==> src/rtl/rdd_pkg.sv <==
// ----------------------------------------------------------------------------
// rdd_pkg
// Shared constants and types for the resource deadlock detector.
// ----------------------------------------------------------------------------
package rdd_pkg;

    localparam int MAX_PROCESSES  = 16;
    localparam int RESOURCE_TYPES = 3;
    localparam int LANES          = 4;
    localparam int IDX_W          = $clog2(MAX_PROCESSES);
    localparam int CNT_W          = $clog2(MAX_PROCESSES + 1);
    localparam int ID_W           = 22;
    localparam int UNIT_W         = 8;
    localparam int WORK_W         = 9;
    localparam logic [UNIT_W-1:0] DEFAULT_UNITS = 8'd9;

    typedef logic [UNIT_W-1:0] units_t [LANES];
    typedef logic [WORK_W-1:0] work_t  [LANES];

    typedef enum logic [1:0] {
        OP_ADMIT  = 2'd0,
        OP_TERM   = 2'd1,
        OP_DETECT = 2'd2,
        OP_CLEAR  = 2'd3
    } op_t;

    typedef enum logic [2:0] {
        ST_ALLOCATED = 3'd0,
        ST_WAITING   = 3'd1,
        ST_FULL      = 3'd2,
        ST_UNKNOWN   = 3'd3,
        ST_TERMINATED = 3'd4,
        ST_NO_DEADLOCK = 3'd5,
        ST_DEADLOCK  = 3'd6,
        ST_CLEARED   = 3'd7
    } status_t;

    // one lane's verdict for one table entry
    typedef struct packed {
        logic fits;
        logic [WORK_W-1:0] sum;
    } lane_res_t;

endpackage

==> src/rtl/resource_deadlock_detector_core.sv <==
// ----------------------------------------------------------------------------
// resource_deadlock_detector_core
// Banker-style deadlock detector with a compacting process table.
// ----------------------------------------------------------------------------
// flow: admit, clear, detect on an empty table and terminate of an unknown
//   id go straight to the result; terminate of a known id first compacts the
//   table, shifting down the entries after the removed one
// detect: one table entry per cycle, up to MAX_PROCESSES + 1 passes over the
//   table; one item at a time
// reset: available counts load 9 per type, table empty, register at 9
module resource_deadlock_detector_core
(
    input  logic                          clk,
    input  logic                          rst_n,
    input  logic                          cfg_we,
    input  logic [7:0]                    cfg_wdata,
    input  logic                          in_valid,
    output logic                          in_ready,
    input  logic [1:0]                    op,
    input  logic [21:0]                   process_id,
    input  logic [7:0]                    req_0,
    input  logic [7:0]                    req_1,
    input  logic [7:0]                    req_2,
    input  logic [7:0]                    req_3,
    output logic                          out_valid,
    input  logic                          out_ready,
    output logic [2:0]                    status,
    output logic [21:0]                   found_id,
    output logic [7:0]                    avail_0,
    output logic [7:0]                    avail_1,
    output logic [7:0]                    avail_2,
    output logic [7:0]                    avail_3
);
    localparam int L  = rdd_pkg::LANES;
    localparam int IW = rdd_pkg::IDX_W;
    localparam int CW = rdd_pkg::CNT_W;

    typedef enum logic [3:0] {
        S_IDLE   = 4'b0001,
        S_TERM   = 4'b0010,
        S_DETECT = 4'b0100,
        S_OUT    = 4'b1000
    } state_t;

    state_t state_reg, state_next;

    logic [7:0]                 init_reg;
    logic [7:0]                 avail_reg [L];
    logic [CW-1:0]              count_reg;
    logic [rdd_pkg::ID_W-1:0]   id_reg    [rdd_pkg::MAX_PROCESSES];
    logic [7:0]                 alloc_reg [rdd_pkg::MAX_PROCESSES][L];
    logic [7:0]                 reqr_reg  [rdd_pkg::MAX_PROCESSES][L];
    logic [rdd_pkg::MAX_PROCESSES-1:0] fin_reg;
    logic [rdd_pkg::WORK_W-1:0] work_reg  [L];
    logic [IW-1:0]              idx_reg;
    logic                       prog_reg;
    logic [2:0]                 status_reg;
    logic [21:0]                found_reg;

    logic [7:0] req_in [L];
    rdd_pkg::lane_res_t lane_res [L];
    logic lane_fit_all;

    assign req_in[0] = req_0;
    assign req_in[1] = req_1;
    assign req_in[2] = req_2;
    assign req_in[3] = req_3;

    // lanes: compare the scanned entry against the work vector
    for (genvar k = 0; k < L; k++)
    begin : g_lane
        rdd_lane u_lane
        (
            .used  (k < rdd_pkg::RESOURCE_TYPES),
            .work  (work_reg[k]),
            .req   (reqr_reg[idx_reg][k]),
            .alloc (alloc_reg[idx_reg][k]),
            .res   (lane_res[k])
        );
    end

    // merge the lane verdicts
    always_comb
    begin
        lane_fit_all = 1'b1;
        for (int k = 0; k < L; k++)
            lane_fit_all = lane_fit_all & lane_res[k].fits;
    end

    // admit fit check against available counts
    logic admit_fits;
    always_comb
    begin
        admit_fits = 1'b1;
        for (int k = 0; k < rdd_pkg::RESOURCE_TYPES; k++)
            if (req_in[k] > avail_reg[k])
                admit_fits = 1'b0;
    end

    // first match of the id for terminate
    logic            hit;
    logic [IW-1:0]   hit_idx;
    always_comb
    begin
        hit = 1'b0;
        hit_idx = '0;
        for (int i = rdd_pkg::MAX_PROCESSES - 1; i >= 0; i--)
            if ((CW'(i) < count_reg) && (id_reg[i] == process_id))
            begin
                hit = 1'b1;
                hit_idx = IW'(i);
            end
    end

    // first unfinished entry after detect
    logic            dl;
    logic [IW-1:0]   dl_idx;
    always_comb
    begin
        dl = 1'b0;
        dl_idx = '0;
        for (int i = rdd_pkg::MAX_PROCESSES - 1; i >= 0; i--)
            if ((CW'(i) < count_reg) && !fin_reg[i])
            begin
                dl = 1'b1;
                dl_idx = IW'(i);
            end
    end

    logic accept;
    logic last_idx;
    assign in_ready  = (state_reg == S_IDLE);
    assign accept    = in_valid && in_ready;
    assign out_valid = (state_reg == S_OUT);
    assign last_idx  = ({1'b0, idx_reg} + CW'(1)) >= count_reg;

    always_comb
    begin
        state_next = state_reg;
        case (state_reg)
            S_IDLE:
            begin
                if (accept)
                begin
                    case (rdd_pkg::op_t'(op))
                        rdd_pkg::OP_TERM:   state_next = hit ? S_TERM : S_OUT;
                        rdd_pkg::OP_DETECT: state_next = (count_reg == '0) ? S_OUT : S_DETECT;
                        default:            state_next = S_OUT;
                    endcase
                end
            end
            S_TERM:
            begin
                if (last_idx)
                    state_next = S_OUT;
            end
            S_DETECT:
            begin
                if (last_idx && !(prog_reg || (!fin_reg[idx_reg] && lane_fit_all)))
                    state_next = S_OUT;
            end
            S_OUT:
            begin
                if (out_ready)
                    state_next = S_IDLE;
            end
            default: state_next = S_IDLE;
        endcase
    end

    // control and counts
    always_ff @(posedge clk or negedge rst_n)
    begin
        if (!rst_n)
        begin
            state_reg <= S_IDLE;
            init_reg  <= rdd_pkg::DEFAULT_UNITS;
            count_reg <= '0;
            for (int k = 0; k < L; k++)
                avail_reg[k] <= (k < rdd_pkg::RESOURCE_TYPES) ? rdd_pkg::DEFAULT_UNITS : 8'd0;
            fin_reg   <= '0;
            prog_reg  <= 1'b0;
            idx_reg   <= '0;
        end
        else
        begin
            state_reg <= state_next;
            if (cfg_we)
                init_reg <= cfg_wdata;
            case (state_reg)
                S_IDLE:
                begin
                    if (accept)
                    begin
                        case (rdd_pkg::op_t'(op))
                            rdd_pkg::OP_ADMIT:
                            begin
                                if (count_reg < CW'(rdd_pkg::MAX_PROCESSES))
                                begin
                                    count_reg <= count_reg + CW'(1);
                                    if (admit_fits)
                                        for (int k = 0; k < rdd_pkg::RESOURCE_TYPES; k++)
                                            avail_reg[k] <= avail_reg[k] - req_in[k];
                                end
                            end
                            rdd_pkg::OP_TERM:
                            begin
                                idx_reg <= hit_idx;
                                if (hit)
                                    for (int k = 0; k < rdd_pkg::RESOURCE_TYPES; k++)
                                        avail_reg[k] <= ({1'b0, avail_reg[k]}
                                            + {1'b0, alloc_reg[hit_idx][k]}) > 9'd255
                                            ? 8'd255 : avail_reg[k] + alloc_reg[hit_idx][k];
                            end
                            rdd_pkg::OP_DETECT:
                            begin
                                idx_reg  <= '0;
                                fin_reg  <= '0;
                                prog_reg <= 1'b0;
                            end
                            default:
                            begin
                                count_reg <= '0;
                                for (int k = 0; k < L; k++)
                                    avail_reg[k] <= (k < rdd_pkg::RESOURCE_TYPES) ? init_reg : 8'd0;
                            end
                        endcase
                    end
                end
                S_TERM:
                begin
                    if (last_idx)
                        count_reg <= count_reg - CW'(1);
                    else
                        idx_reg <= idx_reg + IW'(1);
                end
                S_DETECT:
                begin
                    if (!fin_reg[idx_reg] && lane_fit_all)
                        fin_reg[idx_reg] <= 1'b1;
                    if (last_idx)
                    begin
                        idx_reg  <= '0;
                        prog_reg <= 1'b0;
                    end
                    else
                    begin
                        idx_reg <= idx_reg + IW'(1);
                        if (!fin_reg[idx_reg] && lane_fit_all)
                            prog_reg <= 1'b1;
                    end
                end
                default: ;
            endcase
        end
    end

    // table, work vector and result payload
    always_ff @(posedge clk)
    begin
        case (state_reg)
            S_IDLE:
            begin
                if (accept)
                begin
                    // detect reports id 0 unless a stuck entry is found
                    found_reg <= (rdd_pkg::op_t'(op) == rdd_pkg::OP_DETECT) ? '0 : process_id;
                    case (rdd_pkg::op_t'(op))
                        rdd_pkg::OP_ADMIT:
                        begin
                            if (count_reg < CW'(rdd_pkg::MAX_PROCESSES))
                            begin
                                id_reg[count_reg[IW-1:0]] <= process_id;
                                for (int k = 0; k < L; k++)
                                begin
                                    alloc_reg[count_reg[IW-1:0]][k] <=
                                        (admit_fits && k < rdd_pkg::RESOURCE_TYPES) ? req_in[k] : 8'd0;
                                    reqr_reg[count_reg[IW-1:0]][k] <=
                                        (!admit_fits && k < rdd_pkg::RESOURCE_TYPES) ? req_in[k] : 8'd0;
                                end
                                status_reg <= admit_fits ? rdd_pkg::ST_ALLOCATED : rdd_pkg::ST_WAITING;
                            end
                            else
                                status_reg <= rdd_pkg::ST_FULL;
                        end
                        rdd_pkg::OP_TERM:
                            status_reg <= hit ? rdd_pkg::ST_TERMINATED : rdd_pkg::ST_UNKNOWN;
                        rdd_pkg::OP_DETECT:
                        begin
                            for (int k = 0; k < L; k++)
                                work_reg[k] <= {1'b0, avail_reg[k]};
                            status_reg <= rdd_pkg::ST_NO_DEADLOCK;
                        end
                        default:
                            status_reg <= rdd_pkg::ST_CLEARED;
                    endcase
                end
            end
            S_TERM:
            begin
                // shift the next entry down over the gap
                if (!last_idx)
                begin
                    id_reg[idx_reg] <= id_reg[idx_reg + IW'(1)];
                    for (int k = 0; k < L; k++)
                    begin
                        alloc_reg[idx_reg][k] <= alloc_reg[idx_reg + IW'(1)][k];
                        reqr_reg[idx_reg][k]  <= reqr_reg[idx_reg + IW'(1)][k];
                    end
                end
            end
            S_DETECT:
            begin
                if (!fin_reg[idx_reg] && lane_fit_all)
                    for (int k = 0; k < rdd_pkg::RESOURCE_TYPES; k++)
                        work_reg[k] <= lane_res[k].sum;
                if (state_next == S_OUT)
                begin
                    // last entry may finish this cycle; include it
                    if (dl && !(dl_idx == idx_reg && lane_fit_all))
                    begin
                        status_reg <= rdd_pkg::ST_DEADLOCK;
                        found_reg  <= id_reg[dl_idx];
                    end
                end
            end
            default: ;
        endcase
    end

    assign status   = status_reg;
    assign found_id = found_reg;
    assign avail_0  = avail_reg[0];
    assign avail_1  = avail_reg[1];
    assign avail_2  = avail_reg[2];
    assign avail_3  = avail_reg[3];
endmodule

==> src/rtl/rdd_lane.sv <==
// ----------------------------------------------------------------------------
// rdd_lane
// One resource type: compares a request with a count and adds an allocation.
// ----------------------------------------------------------------------------
module rdd_lane
(
    input  logic                          used,
    input  logic [rdd_pkg::WORK_W-1:0]    work,
    input  logic [rdd_pkg::UNIT_W-1:0]    req,
    input  logic [rdd_pkg::UNIT_W-1:0]    alloc,
    output rdd_pkg::lane_res_t            res
);
    logic [rdd_pkg::WORK_W:0] sum_wide;

    // fit check and saturating add
    always_comb
    begin
        sum_wide = {1'b0, work} + {{(rdd_pkg::WORK_W-rdd_pkg::UNIT_W+1){1'b0}}, alloc};
        res.fits = !used || ({1'b0, req} <= work);
        res.sum  = sum_wide[rdd_pkg::WORK_W] ? {rdd_pkg::WORK_W{1'b1}}
                                             : sum_wide[rdd_pkg::WORK_W-1:0];
    end
endmodule
==> config.mk <==
export PLATFORM = sky130hd
export DESIGN_NAME = resource_deadlock_detector_core
export DESIGN_NICKNAME = d
export VERILOG_FILES = /design/src/rtl/rdd_pkg.sv /design/src/rtl/resource_deadlock_detector_core.sv /design/src/rtl/rdd_lane.sv
export SDC_FILE = /design/constraint.sdc
export NUM_CORES = 2
export LEC_CHECK = 0
export BUFFER_PORTS_ARGS = -buffer_cell sky130_fd_sc_hd__buf_2
export CAP_MARGIN = 20
export CORE_MARGIN = 4
export CORE_UTILIZATION = 40
export DETAILED_ROUTE_END_ITERATION = 12
export GPL_TIMING_DRIVEN = 1
export HOLD_SLACK_MARGIN = 0.03
export PLACE_DENSITY = 0.55
export SYNTH_ARGS = -nofsm -noshare
export SYNTH_HDL_FRONTEND = slang
export SYNTH_SLANG_ARGS = --single-unit
==> constraint.sdc <==
create_clock -name clk -period 9.9 [get_ports clk]
set_clock_uncertainty 0.2 [all_clocks]
set_input_delay 0.99 -clock clk [delete_from_list [all_inputs] [get_ports clk]]
set_output_delay 0.99 -clock clk [all_outputs]
set_load 0.02 [all_outputs]
==> results by group <==
Power and ir drop
  • Total power: 14.2 mW
  • Worst vdd ir: 0.182 mV
  • Leak: 26.8 nW
  • Pwr dens: 179 nW/um^2

Timing
  • Slew Viols, Final: 0
  • Hold Fails Final Rpt: 0
  • Period minus WS final: 7.65 ns
  • Setup TNS: 0 ns
  • Crit share post-route: 77.2%
  • RSZ-0062 raised after global routing: false
  • Maximum clock rate: 0.131 GHz
  • Worst Max-Slew Pin Slew: 1.22 ns
  • Final setup vio count: 0
  • Setup WS post-layout: 2.25 ns
  • Slew Limit Headroom: 18.5%
  • Final Hold Slack: 0.130 ns

Cells and area
  • Layout cells sized above 1: 24.9%
  • Non-filler cells, final: 7567
  • Layout area overhead: 12.2%
  • Final Util: 45.1%
  • Post-Layout Inst Area: 79300 sq um
  • Fill cell count: 15500
  • Nets: 5306
  • Multi-input gate area: 32400 sq um
  • Reg area: 36800 sq um

CTS
  • Hold_buf cts: 0
  • Clock sink count: 1234
  • Total CTS buffers: 145
  • Max clock buf depth: 3
  • H-tree Lvls: 4
  • TritonCTS clock tree: done
  • Worst-skew pair later-pin latency: 0.83 ns
  • Clk slew on worst S/H paths: 0.06 ns
  • Post-CTS setup buffer count: 0
  • CTS root buffer: clkbuf_16
  • Post_cts resized: 0

Yosys
  • Top FF cell, synth: edfxtp_1
  • Post-synth EDFFs: 1172
  • Mean Syn Cell Area: 14.1 sq um
  • Syn. warnings: 0
  • Ys async rst share: 5.02%
  • #FFs+latches synth: 1234
  • Post-Syn Area: 70700 sq um
  • Synth unique cells: 85
  • Post-synthesis sequential area ratio: 52.0%
  • Synth Instances: 5029

Route
  • Vias/cell: 6.55
  • Starting DRT DRC Count: 6711
  • Vias after detailed routing: 49600
  • Post-route ant nets: 0
  • Total routed wirelength: 274 mm
  • Residual DRC: 0
  • Routed length per instance: 36.2 um
  • First-pass DRT Iterations: 8

Placed design
  • Placement Setup Slack: 1.50 ns
  • DP HPWL: 179 mm
  • PortBufs: 111
  • Placed instance count: 7302
  • GP Congestion: 1.06
  • DP Area: 74500 sq um

Die
  • Num ports: 128
  • Die extent in y: 428 um
  • Starting Density: 40.2%
  • Die X: 428 um
  • FP Rows: 154
  • Total Die Area: 183000 sq um
  • Area of the core: 176000 sq um

GRT
  • Initial antenna violation count: 16
  • Largest net degree at the start of global routing: 116
  • Grt total ovfl: 0
  • Vias in the first global route: 47600
  • Tot GR Track Use: 29.3%
  • First-pass GRT wire length: 381 mm

Setup path
  • CP Data Arrival Time: 8.14 ns
  • Critical Path RT: 10.40 ns
  • Reg2Reg Launch Point: count_reg[1]$_DFFE_PN0P_
  • Crit-path cells: buf_2 > xor2_1 > nor4_1 > nand4_1 > a2111oi_2 > nor2_4 > nand3_1 > nor2_1 > nand2_2 > buf_12 > o22ai_1 > a221o_1 > or2_1 > ha_1 > a21oi_1 > o21ai_0 > nand3_1 > nand2_1 > a21o_1 > a21oi_1 > inv_1 > o21ai_0 > nand3_1 > mux2_2
  • Most frequent CP cell: nand3_1
  • Highest-delay cell along the critical path: a2111oi_2
  • Startpoint types: primary input
  • Family with the most delay on the worst path: simple AND/OR/NAND/NOR gates
  • Reg2Reg Setup Slack: 2.30 ns
  • Critical path peak fanout: 23
  • Critical Path End Type: flip-flop
  • R2r endpoint: avail_2[7]$_DFFE_PN0P_
  • Slowest Stage Delay on Critical Path: 0.86 ns
  • Worst Path Class, Setup: primary input to flip-flop
  • R2r worst-path depth: 22
  • Worst path buffer plus inverter count: 3

Status
  • Status: finished clean

Job
  • Max-cap viol count: 0

Hold path
  • Hold crit path type: primary input to asynchronous set/reset pin
## cells in the mapped netlist, types with 92 or more instances
library cell | n | area share (%)
inv_1 | 102 | 0.54
edfxtp_1 | 1172 | 50
xor2_1 | 200 | 2.5
nor2_1 | 189 | 1.0
o21ai_0 | 124 | 0.88
clkbuf_1 | 213 | 1.1
xnor2_1 | 208 | 2.6
nand2_1 | 621 | 3.3
mux2i_1 | 133 | 1.9
nand3_1 | 92 | 0.65
mux4_2 | 612 | 20
a21oi_1 | 165 | 1.2
mux2_2 | 118 | 1.9
ha_1 | 116 | 2.1
## how the worst max path moves through the flow
stage	startpoint	endpoint	slack, ns	cells past startpoint
after floorplan	idx_reg[0]$_DFFE_PN0P_	alloc_reg[11][10]$_DFFE_PP_	2.08	18
after global placement	process_id[18]	avail_0[7]$_DFFE_PN0P_	1.56	27
after detailed placement	process_id[18]	avail_0[7]$_DFFE_PN0P_	1.50	27
after CTS	id_reg[10][18]$_DFFE_PP_	avail_2[7]$_DFFE_PN0P_	2.38	23
after global routing	process_id[18]	avail_0[7]$_DFFE_PN0P_	1.95	27
final	process_id[2]	avail_2[7]$_DFFE_PN0P_	2.25	24
## cells in the final DEF, fill, tap and decap left out, types with 114 or more instances in the layout
master	instances
edfxtp_1	1172
nand2_1	617
mux4_2	612
xnor2_1	206
xor2_1	200
nor2_1	168
a21oi_1	162
buf_4	152
clkbuf_16	149
mux2i_1	133
o21ai_0	119
mux2_2	118
ha_1	114
## report_power, final
| group | leakage [nW] | internal (mW) | switching (mW) |
|---|---|---|---|
| clock | 2.30 | 3.12 | 2.29 |
| combinational | 13.1 | 0.867 | 1.69 |
| sequential | 11.4 | 5.99 | 0.208 |
## metal layers
| metal | track usage [%] | vias up | wire length, um |
|---|---|---|---|
| met5 | 0 | - | 23 |
| met3 | 5.99 | 530 | 26800 |
| met2 | 43.7 | 2990 | 122000 |
| met4 | 10.8 | 4 | 11500 |
| met1 | 42.4 | 26000 | 114000 |
| li1 | - | 20000 | - |
## cells by family after synthesis
family	count (synthesis)	synth area share [%]
other	1	0.00531
buffers and inverters	457	2.75
multiplexers	864	23.3
adder cells (fa/ha/maj)	125	2.31
AND/OR/NAND/NOR	1308	8.65
AO/OA/AOI/OAI	632	5.95
XOR/XNOR	408	5.06
flip-flops	1234	52.0
## area by class of cell
| type | count | area share (%) |
|---|---|---|
| Tap cell | 2340 | 3.69 |
| Antenna cell | 5 | 0.0158 |
| Clock buffer | 174 | 4.83 |
| Sequential cell | 1234 | 46.4 |
| Multi-Input combinational cell | 3345 | 40.8 |
| Clock inverter | 83 | 1.15 |
| Timing Repair Buffer | 282 | 2.62 |
| Inverter | 104 | 0.495 |
Power figures use the tool's default switching activity.
